$ cat src/nrbeg_pkg.sv
// ============================================================================
// nrbeg_pkg
// Shared widths, register indexes and queue types of the NAL RBSP
// Exp-Golomb decoder.
// ============================================================================
`default_nettype none

package nrbeg_pkg;

    // Field widths.
    localparam int BYTE_W        = 8;
    localparam int K_W           = 32;
    localparam int HDR_W         = 2;
    localparam int ZRUN_W        = 2;
    localparam int CODE_BITS_DEF = 32;

    // Depth of the queue between the byte front end and the bit back end.
    localparam int Q_DEPTH = 2;

    // Configuration port.
    localparam int CFG_IDX_W  = 2;
    localparam int CFG_DATA_W = 2;

    localparam logic [CFG_IDX_W-1:0] REG_SIGNED_MODE = 2'd0;
    localparam logic [CFG_IDX_W-1:0] REG_HEADER_SKIP = 2'd1;

    localparam logic [HDR_W-1:0] HDR_SKIP_RST = 2'd1;

    // Emulation-prevention byte.
    localparam logic [BYTE_W-1:0] EPB_BYTE = 8'h03;

    // One classified byte waiting for the bit decoder.
    typedef struct packed {
        logic [BYTE_W-1:0] byte_value;
        logic              last_byte;
        logic              payload;
    } t_q_entry;

    // Write side of the queue.
    typedef struct packed {
        logic     valid;
        t_q_entry entry;
    } t_q_push;

endpackage

`default_nettype wire

$ cat src/nrbeg_ifs.sv
// ============================================================================
// nrbeg interfaces
// Valid/ready channels of the decoder: byte input, result output and the
// configuration write channel.
// ============================================================================
`default_nettype none

interface nrbeg_in_if;
    logic                         valid;
    logic                         ready;
    logic [nrbeg_pkg::BYTE_W-1:0] byte_value;
    logic                         last_byte;

    modport source (output valid, output byte_value, output last_byte, input ready);
    modport sink   (input valid, input byte_value, input last_byte, output ready);
endinterface

interface nrbeg_out_if;
    logic                             valid;
    logic                             ready;
    logic        [nrbeg_pkg::K_W-1:0] code_value;
    logic signed [nrbeg_pkg::K_W-1:0] signed_value;
    logic                             is_signed;
    logic                             prefix_error;
    logic                             last_of_byte;
    logic                             end_of_unit;

    modport source (output valid, output code_value, output signed_value,
                    output is_signed, output prefix_error, output last_of_byte,
                    output end_of_unit, input ready);
    modport sink   (input valid, input code_value, input signed_value,
                    input is_signed, input prefix_error, input last_of_byte,
                    input end_of_unit, output ready);
endinterface

interface nrbeg_cfg_if;
    logic                             valid;
    logic                             ready;
    logic [nrbeg_pkg::CFG_IDX_W-1:0]  index;
    logic [nrbeg_pkg::CFG_DATA_W-1:0] data;

    modport source (output valid, output index, output data, input ready);
    modport sink   (input valid, input index, input data, output ready);
endinterface

`default_nettype wire

$ cat src/nrbeg_front.sv
// ============================================================================
// nrbeg_front
// Byte front end: marks header bytes and emulation-prevention bytes as
// non-payload, tracks the payload zero run and queues every byte with its classification.
// ============================================================================
`default_nettype none

module nrbeg_front (
    input  wire                           i_clk,
    input  wire                           i_rst_n,
    input  wire [nrbeg_pkg::HDR_W-1:0]    i_header_skip,
    nrbeg_in_if.sink                      i_in,
    input  wire                           i_full,
    output nrbeg_pkg::t_q_push            o_push
);
    import nrbeg_pkg::*;

    logic [HDR_W-1:0]  r_header_left, n_header_left;
    logic [ZRUN_W-1:0] r_zero_run,    n_zero_run;
    logic              w_accept;
    logic              w_payload;

    assign i_in.ready = !i_full;
    assign w_accept   = i_in.valid && !i_full;

    // Classify the byte and update header count and zero run.
    always_comb begin
        n_header_left = r_header_left;
        n_zero_run    = r_zero_run;
        w_payload     = 1'b0;
        if (r_header_left != '0) begin
            n_header_left = r_header_left - HDR_W'(1);
        end else if (r_zero_run[1] && (i_in.byte_value == EPB_BYTE)) begin
            n_zero_run = '0;
        end else begin
            w_payload = 1'b1;
            if (i_in.byte_value == '0) begin
                if (!r_zero_run[1]) begin
                    n_zero_run = r_zero_run + ZRUN_W'(1);
                end
            end else begin
                n_zero_run = '0;
            end
        end
        // A unit end restarts header skipping and the zero run.
        if (i_in.last_byte) begin
            n_header_left = i_header_skip;
            n_zero_run    = '0;
        end
    end

    // Queue write.
    always_comb begin
        o_push.valid            = w_accept;
        o_push.entry.byte_value = i_in.byte_value;
        o_push.entry.last_byte  = i_in.last_byte;
        o_push.entry.payload    = w_payload;
    end

    always_ff @(posedge i_clk) begin
        if (!i_rst_n) begin
            r_header_left <= HDR_SKIP_RST;
            r_zero_run    <= '0;
        end else if (w_accept) begin
            r_header_left <= n_header_left;
            r_zero_run    <= n_zero_run;
        end
    end

endmodule

`default_nettype wire

$ cat src/nrbeg_queue.sv
// ============================================================================
// nrbeg_queue
// Short FIFO of classified bytes between the front end and the bit decoder.
// ============================================================================
`default_nettype none

module nrbeg_queue (
    input  wire                       i_clk,
    input  wire                       i_rst_n,
    input  wire nrbeg_pkg::t_q_push   i_push,
    output logic                      o_full,
    output nrbeg_pkg::t_q_entry       o_head,
    output logic                      o_head_valid,
    input  wire                       i_pop
);
    import nrbeg_pkg::*;

    localparam int PTR_W = (Q_DEPTH > 1) ? $clog2(Q_DEPTH) : 1;
    localparam int CNT_W = $clog2(Q_DEPTH + 1);

    t_q_entry         r_mem [Q_DEPTH];
    logic [PTR_W-1:0] r_wr_ptr, n_wr_ptr;
    logic [PTR_W-1:0] r_rd_ptr, n_rd_ptr;
    logic [CNT_W-1:0] r_count,  n_count;

    assign o_full       = (r_count == CNT_W'(Q_DEPTH));
    assign o_head_valid = (r_count != '0);
    assign o_head       = r_mem[r_rd_ptr];

    // Pointer and fill count update.
    always_comb begin
        n_wr_ptr = r_wr_ptr;
        n_rd_ptr = r_rd_ptr;
        n_count  = r_count;
        if (i_push.valid) begin
            n_wr_ptr = (r_wr_ptr == PTR_W'(Q_DEPTH - 1)) ? '0 : r_wr_ptr + PTR_W'(1);
        end
        if (i_pop) begin
            n_rd_ptr = (r_rd_ptr == PTR_W'(Q_DEPTH - 1)) ? '0 : r_rd_ptr + PTR_W'(1);
        end
        if (i_push.valid && !i_pop) begin
            n_count = r_count + CNT_W'(1);
        end else if (!i_push.valid && i_pop) begin
            n_count = r_count - CNT_W'(1);
        end
    end

    always_ff @(posedge i_clk) begin
        if (!i_rst_n) begin
            r_wr_ptr <= '0;
            r_rd_ptr <= '0;
            r_count  <= '0;
        end else begin
            r_wr_ptr <= n_wr_ptr;
            r_rd_ptr <= n_rd_ptr;
            r_count  <= n_count;
        end
    end

    // Storage.
    always_ff @(posedge i_clk) begin
        if (i_push.valid) begin
            r_mem[r_wr_ptr] <= i_push.entry;
        end
    end

endmodule

`default_nettype wire

$ cat src/nrbeg_back.sv
// ============================================================================
// nrbeg_back
// Bit decoder: walks payload bytes MSB first, one bit per cycle while not
// stalled, and assembles Exp-Golomb codewords. A result waits in a holding
// register until the next result or the byte's end shows if it ends the byte.
// ============================================================================
`default_nettype none

module nrbeg_back #(
    parameter int CODE_BITS = nrbeg_pkg::CODE_BITS_DEF
) (
    input  wire                       i_clk,
    input  wire                       i_rst_n,
    input  wire nrbeg_pkg::t_q_entry  i_head,
    input  wire                       i_head_valid,
    output logic                      o_pop,
    input  wire                       i_signed_mode,
    nrbeg_out_if.source               o_out
);
    import nrbeg_pkg::*;

    localparam int PZ_W = $clog2(CODE_BITS);

    // Codeword state.
    logic [PZ_W-1:0]      r_prefix_zeros, n_prefix_zeros;
    logic                 r_in_suffix,    n_in_suffix;
    logic [PZ_W-1:0]      r_suffix_left,  n_suffix_left;
    logic [CODE_BITS-1:0] r_suffix_accum, n_suffix_accum;
    logic [2:0]           r_bit_idx,      n_bit_idx;

    // Holding register for the newest result.
    logic           r_pend_valid, n_pend_valid;
    logic           r_pend_final, n_pend_final;
    logic [K_W-1:0] r_pend_k,     n_pend_k;
    logic           r_pend_err,   n_pend_err;
    logic           r_pend_eou,   n_pend_eou;

    // Output register.
    logic                  r_out_valid, n_out_valid;
    logic [K_W-1:0]        r_out_code,  n_out_code;
    logic signed [K_W-1:0] r_out_sv,    n_out_sv;
    logic                  r_out_sgn,   n_out_sgn;
    logic                  r_out_err,   n_out_err;
    logic                  r_out_lob,   n_out_lob;
    logic                  r_out_eou,   n_out_eou;

    logic                 w_bit;
    logic                 w_gen;
    logic                 w_err;
    logic [K_W-1:0]       w_k;
    logic [CODE_BITS-1:0] w_accum_shift;
    logic                 w_out_free;
    logic                 w_pend_move;
    logic                 w_advance;
    logic                 w_last_bit;
    logic                 w_byte_done;
    logic [K_W-1:0]       w_half;

    assign w_bit         = i_head.byte_value[~r_bit_idx];
    assign w_accum_shift = {r_suffix_accum[CODE_BITS-2:0], w_bit};
    assign w_last_bit    = (r_bit_idx == 3'd7);
    assign w_out_free    = !r_out_valid || o_out.ready;

    // Codeword step for the current bit.
    always_comb begin
        w_gen          = 1'b0;
        w_err          = 1'b0;
        w_k            = '0;
        n_prefix_zeros = r_prefix_zeros;
        n_in_suffix    = r_in_suffix;
        n_suffix_left  = r_suffix_left;
        n_suffix_accum = r_suffix_accum;
        if (i_head_valid && i_head.payload) begin
            if (r_in_suffix) begin
                n_suffix_accum = w_accum_shift;
                n_suffix_left  = r_suffix_left - PZ_W'(1);
                if (r_suffix_left == PZ_W'(1)) begin
                    w_gen          = 1'b1;
                    w_k            = ~({K_W{1'b1}} << r_prefix_zeros) + K_W'(w_accum_shift);
                    n_prefix_zeros = '0;
                    n_in_suffix    = 1'b0;
                    n_suffix_left  = '0;
                    n_suffix_accum = '0;
                end
            end else if (!w_bit) begin
                if (r_prefix_zeros == PZ_W'(CODE_BITS - 1)) begin
                    // Prefix too long: report it and start over.
                    w_gen          = 1'b1;
                    w_err          = 1'b1;
                    n_prefix_zeros = '0;
                end else begin
                    n_prefix_zeros = r_prefix_zeros + PZ_W'(1);
                end
            end else if (r_prefix_zeros == '0) begin
                w_gen = 1'b1;
            end else begin
                n_in_suffix    = 1'b1;
                n_suffix_left  = r_prefix_zeros;
                n_suffix_accum = '0;
            end
        end
    end

    // Flow control between queue head, holding register and output.
    always_comb begin
        w_pend_move = r_pend_valid && w_out_free && (r_pend_final || w_gen);
        w_advance   = i_head_valid &&
                      (!i_head.payload || !w_gen || !r_pend_valid || w_pend_move);
        w_byte_done = w_advance && (!i_head.payload || w_last_bit);
        o_pop       = w_byte_done;
        n_bit_idx   = r_bit_idx;
        if (w_advance && i_head.payload) begin
            n_bit_idx = r_bit_idx + 3'd1;
        end
    end

    // Holding register.
    always_comb begin
        n_pend_valid = r_pend_valid;
        n_pend_final = r_pend_final;
        n_pend_k     = r_pend_k;
        n_pend_err   = r_pend_err;
        n_pend_eou   = r_pend_eou;
        if (w_advance && w_gen) begin
            n_pend_valid = 1'b1;
            n_pend_final = w_last_bit;
            n_pend_k     = w_k;
            n_pend_err   = w_err;
            n_pend_eou   = i_head.last_byte;
        end else if (w_pend_move) begin
            n_pend_valid = 1'b0;
        end else if (w_advance && i_head.payload && w_last_bit && r_pend_valid) begin
            n_pend_final = 1'b1;
        end
    end

    // Output register; the se mapping is formed on the way out.
    always_comb begin
        w_half      = r_pend_k >> 1;
        n_out_valid = r_out_valid;
        n_out_code  = r_out_code;
        n_out_sv    = r_out_sv;
        n_out_sgn   = r_out_sgn;
        n_out_err   = r_out_err;
        n_out_lob   = r_out_lob;
        n_out_eou   = r_out_eou;
        if (w_pend_move) begin
            n_out_valid = 1'b1;
            n_out_code  = r_pend_k;
            n_out_sv    = r_pend_k[0] ? $signed(w_half + K_W'(1)) : $signed(K_W'(0) - w_half);
            n_out_sgn   = i_signed_mode;
            n_out_err   = r_pend_err;
            n_out_lob   = r_pend_final;
            n_out_eou   = r_pend_eou;
        end else if (o_out.ready) begin
            n_out_valid = 1'b0;
        end
    end

    assign o_out.valid        = r_out_valid;
    assign o_out.code_value   = r_out_code;
    assign o_out.signed_value = r_out_sv;
    assign o_out.is_signed    = r_out_sgn;
    assign o_out.prefix_error = r_out_err;
    assign o_out.last_of_byte = r_out_lob;
    assign o_out.end_of_unit  = r_out_eou;

    // Control state.
    always_ff @(posedge i_clk) begin
        if (!i_rst_n) begin
            r_prefix_zeros <= '0;
            r_in_suffix    <= 1'b0;
            r_suffix_left  <= '0;
            r_suffix_accum <= '0;
            r_bit_idx      <= '0;
            r_pend_valid   <= 1'b0;
            r_pend_final   <= 1'b0;
            r_out_valid    <= 1'b0;
        end else begin
            if (w_byte_done && i_head.last_byte) begin
                // A unit end drops any partial codeword.
                r_prefix_zeros <= '0;
                r_in_suffix    <= 1'b0;
                r_suffix_left  <= '0;
                r_suffix_accum <= '0;
            end else if (w_advance) begin
                r_prefix_zeros <= n_prefix_zeros;
                r_in_suffix    <= n_in_suffix;
                r_suffix_left  <= n_suffix_left;
                r_suffix_accum <= n_suffix_accum;
            end
            r_bit_idx    <= n_bit_idx;
            r_pend_valid <= n_pend_valid;
            r_pend_final <= n_pend_final;
            r_out_valid  <= n_out_valid;
        end
    end

    // Result payload.
    always_ff @(posedge i_clk) begin
        r_pend_k   <= n_pend_k;
        r_pend_err <= n_pend_err;
        r_pend_eou <= n_pend_eou;
        r_out_code <= n_out_code;
        r_out_sv   <= n_out_sv;
        r_out_sgn  <= n_out_sgn;
        r_out_err  <= n_out_err;
        r_out_lob  <= n_out_lob;
        r_out_eou  <= n_out_eou;
    end

endmodule

`default_nettype wire

$ cat src/nal_rbsp_exp_golomb_decoder.sv
// ============================================================================
// nal_rbsp_exp_golomb_decoder
// NAL unit Exp-Golomb ue/se decoder with header skip and emulation-prevention
// byte removal.
// ============================================================================
// Usage:
//   i_in carries one raw NAL byte per beat, last_byte set on the unit's final
//   byte. o_out carries one beat per decoded codeword: ue value, se mapping,
//   mode flag, prefix error, last result of its byte and end of unit.
//   i_cfg writes signed_mode (index 0) and header_skip (index 1); it is always
//   ready. The user must write it only while the decoder is idle (unchecked).
// Timing:
//   With the queue empty, an accepted byte is written to the queue and its
//   first bit is then decoded from the queue head. A payload byte is decoded
//   one bit per cycle unless a full holding register stalls it; a header or
//   emulation byte is popped without decoding. Sustained input rate is thus
//   set by the single-bit decode loop. A result is held until the next result
//   of its byte, or the byte's last bit, shows whether it ends the byte; it
//   then moves to the output register and is offered on o_out unless stalled.
//   A two-entry queue lets new bytes be taken while the decoder works.
// Reset and stall:
//   Synchronous reset empties the queue, clears the codeword state and loads
//   header_skip = 1 and signed_mode = 0. When o_out stalls, the output and
//   holding registers fill, the decoder halts, then the queue fills and
//   i_in.ready drops. No result is lost.
// ============================================================================
`default_nettype none

module nal_rbsp_exp_golomb_decoder #(
    parameter int CODE_BITS = nrbeg_pkg::CODE_BITS_DEF
) (
    input  wire          i_clk,
    input  wire          i_rst_n,
    nrbeg_in_if.sink     i_in,
    nrbeg_out_if.source  o_out,
    nrbeg_cfg_if.sink    i_cfg
);
    import nrbeg_pkg::*;

    logic             r_signed_mode, n_signed_mode;
    logic [HDR_W-1:0] r_header_skip, n_header_skip;

    t_q_push  w_push;
    t_q_entry w_head;
    logic     w_full;
    logic     w_head_valid;
    logic     w_pop;

    // Configuration registers.
    assign i_cfg.ready = 1'b1;

    always_comb begin
        n_signed_mode = r_signed_mode;
        n_header_skip = r_header_skip;
        if (i_cfg.valid) begin
            case (i_cfg.index)
                REG_SIGNED_MODE: n_signed_mode = i_cfg.data[0];
                REG_HEADER_SKIP: n_header_skip = i_cfg.data[HDR_W-1:0];
                default: begin
                    n_signed_mode = r_signed_mode;
                end
            endcase
        end
    end

    always_ff @(posedge i_clk) begin
        if (!i_rst_n) begin
            r_signed_mode <= 1'b0;
            r_header_skip <= HDR_SKIP_RST;
        end else begin
            r_signed_mode <= n_signed_mode;
            r_header_skip <= n_header_skip;
        end
    end

    nrbeg_front u_front (
        .i_clk         (i_clk),
        .i_rst_n       (i_rst_n),
        .i_header_skip (r_header_skip),
        .i_in          (i_in),
        .i_full        (w_full),
        .o_push        (w_push)
    );

    nrbeg_queue u_queue (
        .i_clk        (i_clk),
        .i_rst_n      (i_rst_n),
        .i_push       (w_push),
        .o_full       (w_full),
        .o_head       (w_head),
        .o_head_valid (w_head_valid),
        .i_pop        (w_pop)
    );

    nrbeg_back #(
        .CODE_BITS (CODE_BITS)
    ) u_back (
        .i_clk         (i_clk),
        .i_rst_n       (i_rst_n),
        .i_head        (w_head),
        .i_head_valid  (w_head_valid),
        .o_pop         (w_pop),
        .i_signed_mode (r_signed_mode),
        .o_out         (o_out)
    );

endmodule

`default_nettype wire

$ cat src/flat_wrapper.sv
// flat-port wrapper written by rule: the top's interface ports become plain ports
module nal_rbsp_exp_golomb_decoder_flat import nrbeg_pkg::*;
#(
    parameter int CODE_BITS = nrbeg_pkg::CODE_BITS_DEF
)
  (i_clk, i_rst_n, i_in_valid, i_in_byte_value, i_in_last_byte, i_in_ready, o_out_valid, o_out_code_value, o_out_signed_value, o_out_is_signed, o_out_prefix_error, o_out_last_of_byte, o_out_end_of_unit, o_out_ready, i_cfg_valid, i_cfg_index, i_cfg_data, i_cfg_ready);
  nrbeg_in_if i_in_i ();
  nrbeg_out_if o_out_i ();
  nrbeg_cfg_if i_cfg_i ();
  input  wire i_clk;
  input  wire i_rst_n;
  input wire logic [$bits(i_in_i.valid)-1:0] i_in_valid;
  input wire logic [$bits(i_in_i.byte_value)-1:0] i_in_byte_value;
  input wire logic [$bits(i_in_i.last_byte)-1:0] i_in_last_byte;
  output wire logic [$bits(i_in_i.ready)-1:0] i_in_ready;
  output wire logic [$bits(o_out_i.valid)-1:0] o_out_valid;
  output wire logic [$bits(o_out_i.code_value)-1:0] o_out_code_value;
  output wire logic [$bits(o_out_i.signed_value)-1:0] o_out_signed_value;
  output wire logic [$bits(o_out_i.is_signed)-1:0] o_out_is_signed;
  output wire logic [$bits(o_out_i.prefix_error)-1:0] o_out_prefix_error;
  output wire logic [$bits(o_out_i.last_of_byte)-1:0] o_out_last_of_byte;
  output wire logic [$bits(o_out_i.end_of_unit)-1:0] o_out_end_of_unit;
  input wire logic [$bits(o_out_i.ready)-1:0] o_out_ready;
  input wire logic [$bits(i_cfg_i.valid)-1:0] i_cfg_valid;
  input wire logic [$bits(i_cfg_i.index)-1:0] i_cfg_index;
  input wire logic [$bits(i_cfg_i.data)-1:0] i_cfg_data;
  output wire logic [$bits(i_cfg_i.ready)-1:0] i_cfg_ready;
  assign i_in_i.valid = i_in_valid;
  assign i_in_i.byte_value = i_in_byte_value;
  assign i_in_i.last_byte = i_in_last_byte;
  assign i_in_ready = i_in_i.ready;
  assign o_out_valid = o_out_i.valid;
  assign o_out_code_value = o_out_i.code_value;
  assign o_out_signed_value = o_out_i.signed_value;
  assign o_out_is_signed = o_out_i.is_signed;
  assign o_out_prefix_error = o_out_i.prefix_error;
  assign o_out_last_of_byte = o_out_i.last_of_byte;
  assign o_out_end_of_unit = o_out_i.end_of_unit;
  assign o_out_i.ready = o_out_ready;
  assign i_cfg_i.valid = i_cfg_valid;
  assign i_cfg_i.index = i_cfg_index;
  assign i_cfg_i.data = i_cfg_data;
  assign i_cfg_ready = i_cfg_i.ready;
  nal_rbsp_exp_golomb_decoder #(.CODE_BITS(CODE_BITS)) u_core (.i_clk(i_clk), .i_rst_n(i_rst_n), .i_in(i_in_i), .o_out(o_out_i), .i_cfg(i_cfg_i));
endmodule
$ cat config.mk
export PLATFORM = sky130hd
export DESIGN_NAME = nal_rbsp_exp_golomb_decoder_flat
export DESIGN_NICKNAME = d
export VERILOG_FILES = /design/src/nrbeg_pkg.sv /design/src/nrbeg_ifs.sv /design/src/nrbeg_front.sv /design/src/nrbeg_queue.sv /design/src/nrbeg_back.sv /design/src/nal_rbsp_exp_golomb_decoder.sv /design/src/flat_wrapper.sv
export SDC_FILE = /design/constraint.sdc
export NUM_CORES = 1
export LEC_CHECK = 0
export ABC_AREA = 1
export ABC_CLOCK_PERIOD_IN_PS = 3100
export BUFFER_PORTS_ARGS = -buffer_cell sky130_fd_sc_hd__buf_2
export CAP_MARGIN = 10
export CORE_MARGIN = 2
export CORE_UTILIZATION = 56
export CTS_BUF_LIST = sky130_fd_sc_hd__clkbuf_8
export CTS_CLUSTER_SIZE = 20
export DETAILED_ROUTE_END_ITERATION = 12
export PLACE_DENSITY = 0.79
export SYNTH_ARGS = -nofsm -noshare
export SYNTH_HDL_FRONTEND = slang
export SYNTH_SLANG_ARGS = --single-unit
$ cat constraint.sdc
create_clock -name i_clk -period 3.1 [get_ports i_clk]
set_input_delay 0.155 -clock i_clk [delete_from_list [all_inputs] [get_ports i_clk]]
set_output_delay 0.155 -clock i_clk [all_outputs]
set_load 0.05 [all_outputs]
# == After elaboration in Yosys (flattened, before gate mapping) ==
# Memory sizes are Yosys's and may differ from the RTL's. A register that Yosys moved wholly into a read port is not among the register bits.
# Index checks and enable logic that the tools add are counted.
# W data, S select, Z words.
# word_totals
wordCells,155
out_inout_bits,71
n_memories,1
inputBits,18
ram_bits,20
reg_bits,161
# classes
n_lt_le_gt_ge,1
shift,1
addsub,12
bitwise_logic,4
muxes,49
reduce_logical,50
eq_ne,12
# mem_list
memory,words,word_bits,read_ports,rd_ports_with_merged_regs,write_ports,line,rtl
u_core.u_queue.r_mem,2,10,1,1,1,nrbeg_queue.sv:21,t_q_entry r_mem [Q_DEPTH];
# op_table
op,count
$mux W31,4
$mux W5,8
$add A31 B1 Y32 const B,1
$add A32 B32 Y32,1
$mux W32,1
$not A32 Y32,1
$shl A32 B5 Y32 const A,1
$sub A1 B31 Y32 const A,1
$mux W1,26
$mux W2,9
$reduce_bool A2 Y1,8
$logic_and A1 B1 Y1,14
$reduce_and A2 Y1,6
$eq A8 B2 Y1 const B,1
$logic_not A8 Y1,1
$reduce_and A4 Y1,2
$logic_not A1 Y1,7
$logic_or A1 B1 Y1,6
$ne A2 B2 Y1 const B,3
$reduce_and A3 Y1,2
$add A5 B1 Y5 const B,1
$eq A5 B1 Y1 const B,1
$eq A5 B5 Y1 const B,1
$logic_not A5 Y1,1
17 further kinds,22

# == Depth between registers and ports, before layout ==
# Gate-level depths: netlist (run 1).
# depth
ltp_word,17
mapped_depth,22
depth_no_buf,22

# == By module ==
# From an unflattened synthesis (run 1), not the netlist that was laid out.
# hier_totals
cells_unflattened,1272
area_unflattened_um2,10503.8
# by_module_without_submodules
module,cells_each,instances,area_per_inst_um2,seq_area_each_um2
nrbeg_back,1129,1,8992.4,4023.9
nrbeg_queue,66,1,992.2,700.7
nrbeg_front,56,1,375.4,80.1
nal_rbsp_exp_golomb_decoder,21,1,143.9,60.1

# == Worst setup path before layout (run 1) ==
# Ideal clock, no wire load.
# synth_path
kind,flip-flop to flip-flop
from,register u_core.u_back.r_prefix_zeros[0]
to,"register u_core.u_back.r_out_code[0], in the netlist u_core.u_back.o_out.code_value[0] (enable)"
stages_incl_launch_ff,13
required_time_ns,2.678
path_buffers,0
slack_ns,0.055
period_less_slack_ns,3.045
setup_ns,0.422
arrival_time_ns,2.622
cell_sequence,dfxtp_1 > inv_1 > ha_1 > inv_1 > nor2_1 > nand2_1 > nor2_1 > inv_1 > nand3_2 > nand2_1 > nand2_1 > nand2_1 > inv_1
# synth_between
elab_chain_cells,7
word_cells_on_any_way,9
cone_classes,eq/ne (1); mux (5); reduce/logical (3)
# synth_lines
item,line,rtl
"start, declared",nrbeg_back.sv:25,"logic [PZ_W-1:0] r_prefix_zeros, n_prefix_zeros;"
"start signal, assigned",nrbeg_back.sv:187,r_prefix_zeros <= n_prefix_zeros;
$eq A5 B5 Y1 / $logic_not A5 Y1 (equally long branches),"nrbeg_back.sv:86, nrbeg_back.sv:94",
$mux W1 (on tied branches),"nrbeg_back.sv:86, nrbeg_back.sv:94",
$mux W1 (*),nrbeg_back.sv:85,end else if (!w_bit) begin
$mux W1 (*),nrbeg_back.sv:74,if (r_in_suffix) begin
$mux W1 (*),nrbeg_back.sv:73,if (i_head_valid && i_head.payload) begin
$logic_or A1 B1 Y1 (*),nrbeg_back.sv:106,w_pend_move = r_pend_valid && w_out_free && (r_pend_final || w_gen);
$logic_and A1 B1 Y1 (*),nrbeg_back.sv:106,
"end signal, assigned",nrbeg_back.sv:204,r_out_code <= n_out_code;
"end, declared",nrbeg_back.sv:40,"logic [K_W-1:0] r_out_code, n_out_code;"
# Every way passes the cells marked *; elsewhere a longest branch is shown, timed or not.
# A chain may end at the register's enable or synchronous reset.

# == Worst setup path after layout (run 1) ==
# layout_path
from,register u_core.u_back.r_prefix_zeros[2]
to,"register u_core.u_back.r_pend_k[26], data pin"
# layout_between
elab_chain_cells,3
# layout_lines
item,line,rtl
$shl A32 B5 Y32,nrbeg_back.sv:79,w_k = ~({K_W{1'b1}} << r_prefix_zeros) + K_W'(w_accum_shift);
$not A32 Y32,nrbeg_back.sv:79,
$add A32 B32 Y32,nrbeg_back.sv:79,
"end signal, assigned",nrbeg_back.sv:201,r_pend_k <= n_pend_k;
"end, declared",nrbeg_back.sv:34,"logic [K_W-1:0] r_pend_k, n_pend_k;"
# No other way between the ends.

==> flow_metrics.tcl, run 1 <==
set metrics [dict create \
    rsz0062_at_grt "true" \
    numCtsBuffers 17 \
    grt_max_degree 48 \
    place_congestion 0.9202 \
    yosys_most_used_dff "edfxtp_1" \
    crit_path_start_kind "flip-flop" \
    clkSinkCount 182 \
    top_level_ports 89 \
    port_buffers 87 \
    peakVddDrop_v 0.0003236 \
    grt_pass1_vias 7825 \
    crit_path_end_kind "flip-flop" \
    worstPathArrival_ps 3130 \
    tightest_slew_ps 918.0 \
    r2r_slack_ps 200 \
    syn_to_final_growth_pct 14.36 \
    critPathLaunch "u_core.u_back.r_prefix_zeros[2]$_SDFFE_PP0P_" \
    clock_skew_ps 23.93 \
    grt_first_pass_wirelength_microns 36430 \
    gr-total-overflow 0 \
    routedWlPerCell_microns 13.98 \
    drv_slew 0 \
    start_util_pct 57.66 \
    drtAntennaViolNets 0 \
    p_leak_nw 5.019 \
    async_reset_ff_share_pct 0 \
    period_minus_slack_ps 2895 \
    r2r_end "u_core.u_back.r_pend_k[26]$_SDFFCE_PN0P_" \
    rr_startpoint "u_core.u_back.r_prefix_zeros[2]$_SDFFE_PP0P_" \
    hold_violations 0 \
    period_share_pct 93.39 \
    die-area_sq_um 18960 \
    route.met3.wl_microns 1244 \
    drt_wl_total_microns 21890 \
    n_antenna_cell 0 \
    drtIter0Drc 542 \
    coreArea_sq_um 17360 \
    drive_above_1_share_pct 13.13 \
    grt_usage_pct 24.42 \
    fp.dieH_microns 137.7 \
    max_freq_mhz 345.4 \
    synth-edff-count 122 \
    drv_cap 0 \
    syn-instance-count 1205 \
    cts_setup_buffers 0 \
    final_cells 1565 \
    htree_num_levels 4 \
    hp-class "primary input to flip-flop" \
    synth_nets 1270 \
    dr.pass1.iters 5 \
    avgViaCountPerCell 5.375 \
    holdPathStages 3 \
    ys_types 47 \
    synth-seq-area-share_pct 48.61 \
    setup_violations 0 \
    required_ps 3340 \
    antenna_found_initial 0 \
    p_total_mw 6.896 \
    wl_met2_microns 10350 \
    min_to "u_core.r_signed_mode$_SDFFE_PN0P_" \
    synth_area_sq_um 10010 \
    path_clk_slew_ps 110 \
    rows 48 \
    relSlewSlack_pct 38.58 \
    top_layer "met4" \
    outcome "completed" \
    synth-seq-cells 182 \
    wl_met1_microns 9861 \
    syn_avg_cell_area_sq_um 8.306 \
    cts_tree "built" \
    hpwl_microns 16120 \
    fill_cells 1408 \
    vias 8412 \
    clk_path_buf_depth 2 \
    route.detailed.drc 0 \
    power.density_nw_per_um2 602.5 \
    die_x_microns 137.7 \
    yosys_warnings 0 \
    clkLatencyLatePin_ps 480 \
    reg2regPathDepth 14 \
    cts_root_buf "clkbuf_8" \
    hp-start "i_cfg_valid" \
    dp.cells 1517 \
    critPathKind "flip-flop to flip-flop" \
    final_nets 1392 \
    worstPathMaxFanout 6 \
]
==> layout by cell type (no fill, tap or decap), types with 6 or more instances in the layout <==
master / synthesis / routed
nand2_1: 233 / 233
nor2_1: 176 / 176
inv_1: 153 / 151
edfxtp_1: 122 / 122
buf_2: 8 / 87
o21ai_0: 87 / 82
a21oi_1: 83 / 82
dfxtp_1: 60 / 58
ha_1: 46 / 45
nand3_1: 45 / 44
buf_4: 1 / 25
nor3_1: 24 / 24
xor2_1: 23 / 23
o21ai_1: 17 / 21
nand4_1: 18 / 18
clkbuf_8: 0 / 18
dlygate4sd3_1: 0 / 16
xnor2_1: 12 / 12
a21o_1: 8 / 8
o211ai_1: 7 / 7
inv_2: 4 / 6
nand3_2: 5 / 6
o22ai_1: 6 / 6
==> registers in the layout (all words and copies together), names as in the netlist, 2 cells and up, named ones only <==
register and cells:
u_core.u_back.o_out.signed_value 32, u_core.u_back.r_prefix_zeros 5, u_core.u_front.r_header_left 2, u_core.u_queue.r_mem 20, u_core.u_back.r_suffix_accum 31, u_core.u_back.o_out.code_value 32
u_core.u_back.r_suffix_left 5, u_core.u_back.r_pend_k 32, u_core.r_header_skip 2, u_core.u_front.r_zero_run 2, u_core.u_back.r_bit_idx 3, u_core.u_queue.r_count 2
==> logic make-up (layout without fill, tap and decap cells) <==
kind of cell | count (synthesis) | after routing | share of synthesized area (%)
muxes | 1 | 1 | 0.1000
AOI/OAI and AO/OA | 235 | 235 | 12.94
and+or+nand+nor | 517 | 517 | 21.70
buffers and inverters | 187 | 322 | 7.601
DFF | 182 | 182 | 48.61
other | 1 | 1 | 0.03747
xor gates and xnor gates | 35 | 35 | 3.063
adders and majority gates | 47 | 47 | 5.951
==> synth_stat cells, types with 2 or more instances <==
master      n  share of area [%]
a21o_1      8               0.60
dfxtp_1    60                 12
clkbuf_1   13               0.49
ha_1       46                5.8
a21boi_0    2               0.15
o21ai_0    87                4.4
o31ai_1     3               0.23
a21oi_1    83                4.2
nand3_1    45                2.3
nand3b_1    2               0.15
nor3_1     24                1.2
buf_6       6               0.68
clkinv_1    2              0.075
or2_2       4               0.25
xor2_1     23                2.0
o21a_1      5               0.38
nor4_1      5               0.31
nand3_2     5               0.50
nor2_1    176                6.6
buf_2       8               0.40
a31oi_1     5               0.31
edfxtp_1  122                 37
o211ai_1    7               0.53
o22ai_1     6               0.38
inv_1     153                5.7
xnor2_1    12                1.1
nand2_1   233                8.7
o21bai_1    2               0.15
o221ai_1    3               0.26
inv_2       4               0.15
nand4_1    18                1.1
nand3_4     2               0.35
o21ai_1    17               0.85
==> worst max-delay path, stage by stage (launching register included) <==
cell      delay (ps)
dfxtp_1          440
clkinv_1         150
ha_1             260
o21ai_0          270
ha_1             370
nand2_1          190
o21ai_0          110
a21oi_1          200
nand3_1          160
nand2_1           90
nand2_1           70
a21oi_1          170
nand2_1           70
nand2_1           60
nor2_1            40
==> worst max-delay path by stage <==
stage	depth (start not counted)	to	slack (ps)
3_5_place_dp	19	u_core.u_back.r_pend_k[22]$_SDFFCE_PN0P_	50
3_3_place_gp	19	u_core.u_back.r_pend_k[22]$_SDFFCE_PN0P_	190
2_1_floorplan	12	u_core.u_back.o_out.code_value[0]$_DFFE_PP_	60
4_1_cts	19	u_core.u_back.r_pend_k[22]$_SDFFCE_PN0P_	10
6_report	14	u_core.u_back.r_pend_k[26]$_SDFFCE_PN0P_	200
5_1_grt	19	u_core.u_back.r_pend_k[22]$_SDFFCE_PN0P_	-20
==> report_power, final <==
part           internal [mW]  switching, mW  leakage [nW]  total [mW]
Sequential              2.87          0.182          1.62        3.05
Clock                  0.925          0.909         0.234        1.83
Combinational          0.645           1.37          3.17        2.01
==> through the flow <==
stage               hold slack (ps)  setup TNS [ps]  worst slack, ps  util [%]  cell area [sq um]
floorplan                     253.9               0            55.41         -              10010
global placement              355.1               0            186.9     62.20              10800
detailed placement            359.3               0            50.39     62.20              10800
CTS                           9.135               0            10.82     65.77              11420
global route                  7.062          -23.99           -23.99     65.95              11450
finish                        31.94               0            204.9     65.95              11450
==> cell type report <==
class                      count  area (sq um)  area share (%)
clock inverter                14         211.5           1.847
tap                          225         281.5           2.460
timing repair buffer         131         834.6           7.291
clock buffer                  18         247.7           2.164
inverter                     159         596.8           5.214
multi-input combinational    836          4407           38.50
sequential                   182          4867           42.52
==> layer usage <==
metal	global-route usage, %	up-vias
met5	0	-
met4	8.133	0
met3	4.415	36
met2	40.41	234
met1	32.46	3851
li1	-	4291
==> timing repair <==
| item | 4_1_cts | 5_1_grt |
|---|---|---|
| endpoints found under the hold margin | 22 | 0 |
| hold buffers | 16 | 0 |
| gates resized for setup | 0 | 15 |
| setup endpoints to repair | 0 | 14 |
No activity file was read; power rests on OpenSTA's default activity.
==> run 2, diff against run 1 <==
--- a/config.mk
+++ b/config.mk
@@ -10,11 +10,11 @@
 export BUFFER_PORTS_ARGS = -buffer_cell sky130_fd_sc_hd__buf_2
 export CAP_MARGIN = 10
 export CORE_MARGIN = 2
-export CORE_UTILIZATION = 56
+export CORE_UTILIZATION = 45
 export CTS_BUF_LIST = sky130_fd_sc_hd__clkbuf_8
 export CTS_CLUSTER_SIZE = 20
 export DETAILED_ROUTE_END_ITERATION = 12
-export PLACE_DENSITY = 0.79
+export PLACE_DENSITY = 0.65
 export SYNTH_ARGS = -nofsm -noshare
 export SYNTH_HDL_FRONTEND = slang
 export SYNTH_SLANG_ARGS = --single-unit
==> flow_metrics.tcl, run 2 (synthesized netlist as in run 1, its figures left out) <==
set metrics [dict create \
    outcome "completed" \
    worstPathMaxFanout 6 \
    max_freq_mhz 354.7 \
    postLayoutCellArea_sq_um 11570 \
    dr.pass1.iters 5 \
    avgViaCountPerCell 5.122 \
    rows 54 \
    relSlewSlack_pct 37.52 \
    drv_slew 0 \
    hpwl_microns 16910 \
    drv_cap 0 \
    clock_skew_ps 13.49 \
    cts_root_buf "clkbuf_8" \
    route.detailed.drc 0 \
    crit_path_start_kind "flip-flop" \
    routedWlPerCell_microns 13.87 \
    drt_wl_total_microns 22620 \
    holdWs_ps 42.69 \
    hp-class "primary input to flip-flop" \
    power.density_nw_per_um2 590.1 \
    critPathKind "flip-flop to flip-flop" \
    worstPathArrival_ps 3040 \
    drive_above_1_share_pct 14.06 \
    r2r_slack_ps 280 \
    setup_violations 0 \
    required_ps 3320 \
    fp.dieH_microns 153.1 \
    coreArea_sq_um 21820 \
    final_cells 1631 \
    holdPathStages 2 \
    dp.cells 1577 \
    syn_to_final_growth_pct 15.58 \
    grt_max_degree 68 \
    clk_path_buf_depth 2 \
    die_x_microns 153.1 \
    peakVddDrop_v 0.0002989 \
    p_total_mw 6.826 \
    place_congestion 0.9035 \
    final_util_pct 53.00 \
    cp-endpoint "u_core.u_back.r_pend_k[25]$_SDFFCE_PN0P_" \
    port_buffers 87 \
    p_leak_nw 5.047 \
    grt_pass1_vias 7863 \
    placed_cell_area_sq_um 10920 \
    reg2regPathDepth 18 \
    final_nets 1403 \
    rr_startpoint "u_core.u_back.r_prefix_zeros[1]$_SDFFE_PP0P_" \
    period_share_pct 90.95 \
    drtIter0Drc 444 \
    antenna_found_initial 0 \
    clkSinkCount 182 \
    hold_violations 0 \
    setup_tns_ps 0 \
    pre_cts_slack_ps 17.79 \
    start_util_pct 45.86 \
    grt_first_pass_wirelength_microns 38020 \
    top_level_ports 89 \
    cts_tree "built" \
    numCtsBuffers 17 \
    gr-total-overflow 0 \
    final_common_cell "nand2_1" \
    n_antenna_cell 0 \
    final_cell_mix "nand2_1, nor2_1, inv_1, edfxtp_1, buf_2" \
    critPathLaunch "u_core.u_back.r_prefix_zeros[1]$_SDFFE_PP0P_" \
    vias 8354 \
    htree_num_levels 4 \
    r2r_end "u_core.u_back.r_pend_k[25]$_SDFFCE_PN0P_" \
    tightest_slew_ps 933.7 \
    die-area_sq_um 23450 \
    grt_usage_pct 19.81 \
    clkLatencyLatePin_ps 470 \
    crit_path_end_kind "flip-flop" \
    drtAntennaViolNets 0 \
    setup_slack_ps 280.4 \
    period_minus_slack_ps 2820 \
    path_clk_slew_ps 110 \
]
==> run 2: timing repair <==
item / 4_1_cts / 5_1_grt
cloned: 0 / 1
gates resized for setup: 1 / 20
hold buffers: 17 / 0
pin swaps: 0 / 1
endpoints found under the setup margin: 1 / 14
hold endpoints to repair: 22 / 0
buffers inserted: 0 / 4
==> run 2: power breakdown <==
group          switching, mW  leakage (nW)  internal [mW]
clock                  0.935         0.213          0.740
sequential             0.184          1.62           2.87
combinational           1.38          3.21          0.717
total                   2.50          5.05           4.33
==> run 2: per-layer routing <==
| metal | global-route usage (%) | wire, microns | up-vias |
|---|---|---|---|
| li1 | - | - | 4304 |
| met1 | 27.28 | 10830 | 3841 |
| met2 | 31.93 | 10430 | 190 |
| met3 | 3.884 | 1025 | 19 |
| met4 | 5.688 | 337 | 0 |
| met5 | 0 | 0 | - |
==> run 2: how the worst min path moves through the flow <==
stage	from	endpoint	slack (ps)
final	i_rst_n	u_core.u_front.r_header_left[0]$_SDFFE_PN1P_	40
after global routing	i_rst_n	u_core.u_front.r_header_left[0]$_SDFFE_PN1P_	40
after CTS	i_rst_n	u_core.u_front.r_header_left[0]$_SDFFE_PN1P_	20
after detailed placement	i_in_byte_value[6]	u_core.u_queue.r_mem[0][8]$_DFFE_PP_	360
after global placement	i_in_byte_value[3]	u_core.u_queue.r_mem[0][5]$_DFFE_PP_	350
after floorplan	i_in_last_byte	u_core.u_queue.r_mem[0][1]$_DFFE_PP_	250
==> run 2: cell type report <==
type | count | area (sq um)
clock inverter | 15 | 171.4
timing repair inverter | 1 | 7.507
fill | 2029 | 10260
sequential | 182 | 4871
multi-input combinational | 836 | 4412
timing repair buffer | 141 | 920.9
tap | 280 | 350.3
clock buffer | 17 | 234.0
inverter | 159 | 600.6
==> run 2: worst max-delay path: stages (launching register included) <==
cell	delay [ps]
dfxtp_2	400
inv_1	90
ha_1	220
or2_2	320
nand2_1	80
ha_1	270
a21o_1	210
a21oi_2	140
inv_1	110
nand2_1	70
nand2_1	70
nand2_1	60
nand2_1	80
nand2_1	80
nand3_1	110
nand2_1	100
nand3_1	70
nand2_1	60
nor2_1	50
==> run 3, diff against run 2 <==
--- a/config.mk
+++ b/config.mk
@@ -6,15 +6,13 @@
 export NUM_CORES = 1
 export LEC_CHECK = 0
 export ABC_AREA = 1
-export ABC_CLOCK_PERIOD_IN_PS = 3100
+export ABC_CLOCK_PERIOD_IN_PS = 2800
 export BUFFER_PORTS_ARGS = -buffer_cell sky130_fd_sc_hd__buf_2
 export CAP_MARGIN = 10
-export CORE_MARGIN = 2
 export CORE_UTILIZATION = 45
 export CTS_BUF_LIST = sky130_fd_sc_hd__clkbuf_8
 export CTS_CLUSTER_SIZE = 20
 export DETAILED_ROUTE_END_ITERATION = 12
-export PLACE_DENSITY = 0.65
 export SYNTH_ARGS = -nofsm -noshare
 export SYNTH_HDL_FRONTEND = slang
 export SYNTH_SLANG_ARGS = --single-unit
==> constraint.sdc (replaced) <==
create_clock -name i_clk -period 2.8 [get_ports i_clk]
set_input_delay 0 -clock i_clk [delete_from_list [all_inputs] [get_ports i_clk]]
set_output_delay 0 -clock i_clk [all_outputs]
set_load 0.05 [all_outputs]
==> flow_metrics.tcl, run 3 (synthesized netlist as in run 1, its figures left out) <==
set metrics [dict create \
    peakVddDrop_v 0.0003200 \
    grt_usage_pct 20.83 \
    p_leak_nw 5.375 \
    hold_violations 0 \
    htree_num_levels 4 \
    cp_cell_sequence "inv_2 -> ha_1 -> inv_1 -> nor2_2 -> buf_4 -> o21ai_2 -> ha_1 -> nand2_1 -> o21ai_0 -> a21oi_1 -> nand2_1 -> nand2_1 -> nand2_1 -> nand2_1 -> nand3_2 -> nand2_1 -> a21oi_1 -> nor2_1" \
    critPathTopFamily "simple AND/OR/NAND/NOR gates" \
    outcome "completed" \
    drv_slew 0 \
    max_freq_mhz 374.5 \
    grt_max_degree 68 \
    route.detailed.drc 0 \
    coreArea_sq_um 21820 \
    die_x_microns 151.1 \
    period_share_pct 95.36 \
    port_buffers 87 \
    dp.cells 1626 \
    hp-class "primary input to flip-flop" \
    clkSinkCount 182 \
    worstPathArrival_ps 2910 \
    crit_path_start_kind "flip-flop" \
    cts_root_buf "clkbuf_8" \
    avgViaCountPerCell 5.077 \
    r2r_slack_ps 130 \
    drt_wl_total_microns 23500 \
    dr.pass1.iters 6 \
    critPathKind "flip-flop to flip-flop" \
    critPathLaunch "u_core.u_back.r_prefix_zeros[0]$_SDFFE_PP0P_" \
    clock_skew_ps 20.32 \
    clkLatencyLatePin_ps 480 \
    worstPathMaxFanout 4 \
    rr_startpoint "u_core.u_back.r_prefix_zeros[0]$_SDFFE_PP0P_" \
    drtAntennaViolNets 0 \
    cp-endpoint "u_core.u_back.r_pend_k[25]$_SDFFCE_PN0P_" \
    cp_slowest_cell "dfxtp_2" \
    start_util_pct 45.86 \
    drtIter0Drc 462 \
    final_cell_mix "nand2_1, nor2_1, inv_1, edfxtp_1, buf_4" \
    syn_to_final_growth_pct 22.30 \
    crit_path_end_kind "flip-flop" \
    worst_path_largest_cell_delay_ps 350 \
    rows 54 \
    vias 8610 \
    critPathBufInv 3 \
    hpwl_microns 17310 \
    required_ps 3040 \
    grt_pass1_vias 7849 \
    setup_violations 0 \
    final_cells 1696 \
    crit_cells 18 \
    die-area_sq_um 22840 \
    grt_first_pass_wirelength_microns 37180 \
    gr-total-overflow 0 \
    period_minus_slack_ps 2670 \
    final_common_cell "nand2_1" \
    drv_cap 0 \
    rsz0062_at_grt "true" \
    relSlewSlack_pct 37.39 \
    reg2regPathDepth 18 \
    tightest_slew_ps 935.7 \
    cp_common_cell "nand2_1" \
    final_nets 1468 \
    path_clk_slew_ps 100 \
    cts_tree "built" \
    place_congestion 0.8625 \
    drive_above_1_share_pct 19.92 \
    top_level_ports 89 \
    setup_tns_ps 0 \
    n_antenna_cell 0 \
    clk_path_buf_depth 2 \
    r2r_end "u_core.u_back.r_pend_k[25]$_SDFFCE_PN0P_" \
    routedWlPerCell_microns 13.85 \
    antenna_found_initial 0 \
    fp.dieH_microns 151.1 \
    numCtsBuffers 17 \
    power.density_nw_per_um2 643.7 \
]
run 3: worst min path at each step:
stage / endpoint / startpoint / cells after the start
floorplan: u_core.u_queue.r_mem[0][1]$_DFFE_PP_ / i_in_last_byte / 0
global placement: u_core.u_queue.r_mem[1][8]$_DFFE_PP_ / i_in_byte_value[6] / 1
detailed placement: u_core.u_queue.r_mem[1][4]$_DFFE_PP_ / i_in_byte_value[2] / 1
CTS: u_core.u_queue.r_mem[0][4]$_DFFE_PP_ / i_in_byte_value[2] / 2
global route: u_core.u_queue.r_mem[0][3]$_DFFE_PP_ / i_in_byte_value[1] / 2
finish: u_core.u_queue.r_mem[1][4]$_DFFE_PP_ / i_in_byte_value[2] / 2
run 3: report_power, final:
group | internal [mW] | switching [mW] | leakage, nW
combinational | 1.03 | 1.67 | 3.54
clock | 0.802 | 0.998 | 0.212
sequential | 3.18 | 0.200 | 1.62
run 3: cell type report:
class / count / area, sq um
fill: 2030 / 9583
sequential: 182 / 4870
multi-input combinational: 837 / 4597
timing repair buffer: 205 / 1430
inverter: 159 / 604.3
tap: 280 / 350.3
clock buffer: 17 / 234.0
clock inverter: 15 / 150.1
timing repair inverter: 1 / 5.005
run 3: worst register-to-register path, delay by kind of cell, from the launching register on:
family	cells	cell delay [ps]
simple gates	9	790
flops	1	350
buf+inv	3	280
compound gates	4	540
fa+ha+maj	2	490
run 3: timing repair:
action / CTS / global route
pin swaps: 0 / 13
gates cloned: 0 / 2
endpoints found under the setup margin: 8 / 94
hold buffers: 22 / 0
hold endpoints to repair: 36 / 0
buffers inserted: 4 / 10
resized for setup: 10 / 57
run 3: routing by layer:
metal	wire length, microns	track usage [%]
met5	0	0
met4	455	6.700
met3	894	3.253
met2	10840	34.01
met1	11310	28.22
run 3: stage by stage:
step	setup slack [ps]	hold slack, ps	cell area (sq um)	util, %	total power [mW]
final	130.0	256.3	12240	56.09	7.879
after global routing	-117.3	254.0	12240	56.09	8.363
after CTS	-19.27	237.7	11940	54.69	7.760
after detailed placement	-82.10	207.6	11290	51.72	5.902
after global placement	-12.36	203.7	11290	51.72	5.874
after floorplan	77.51	98.87	10010	-	5.060
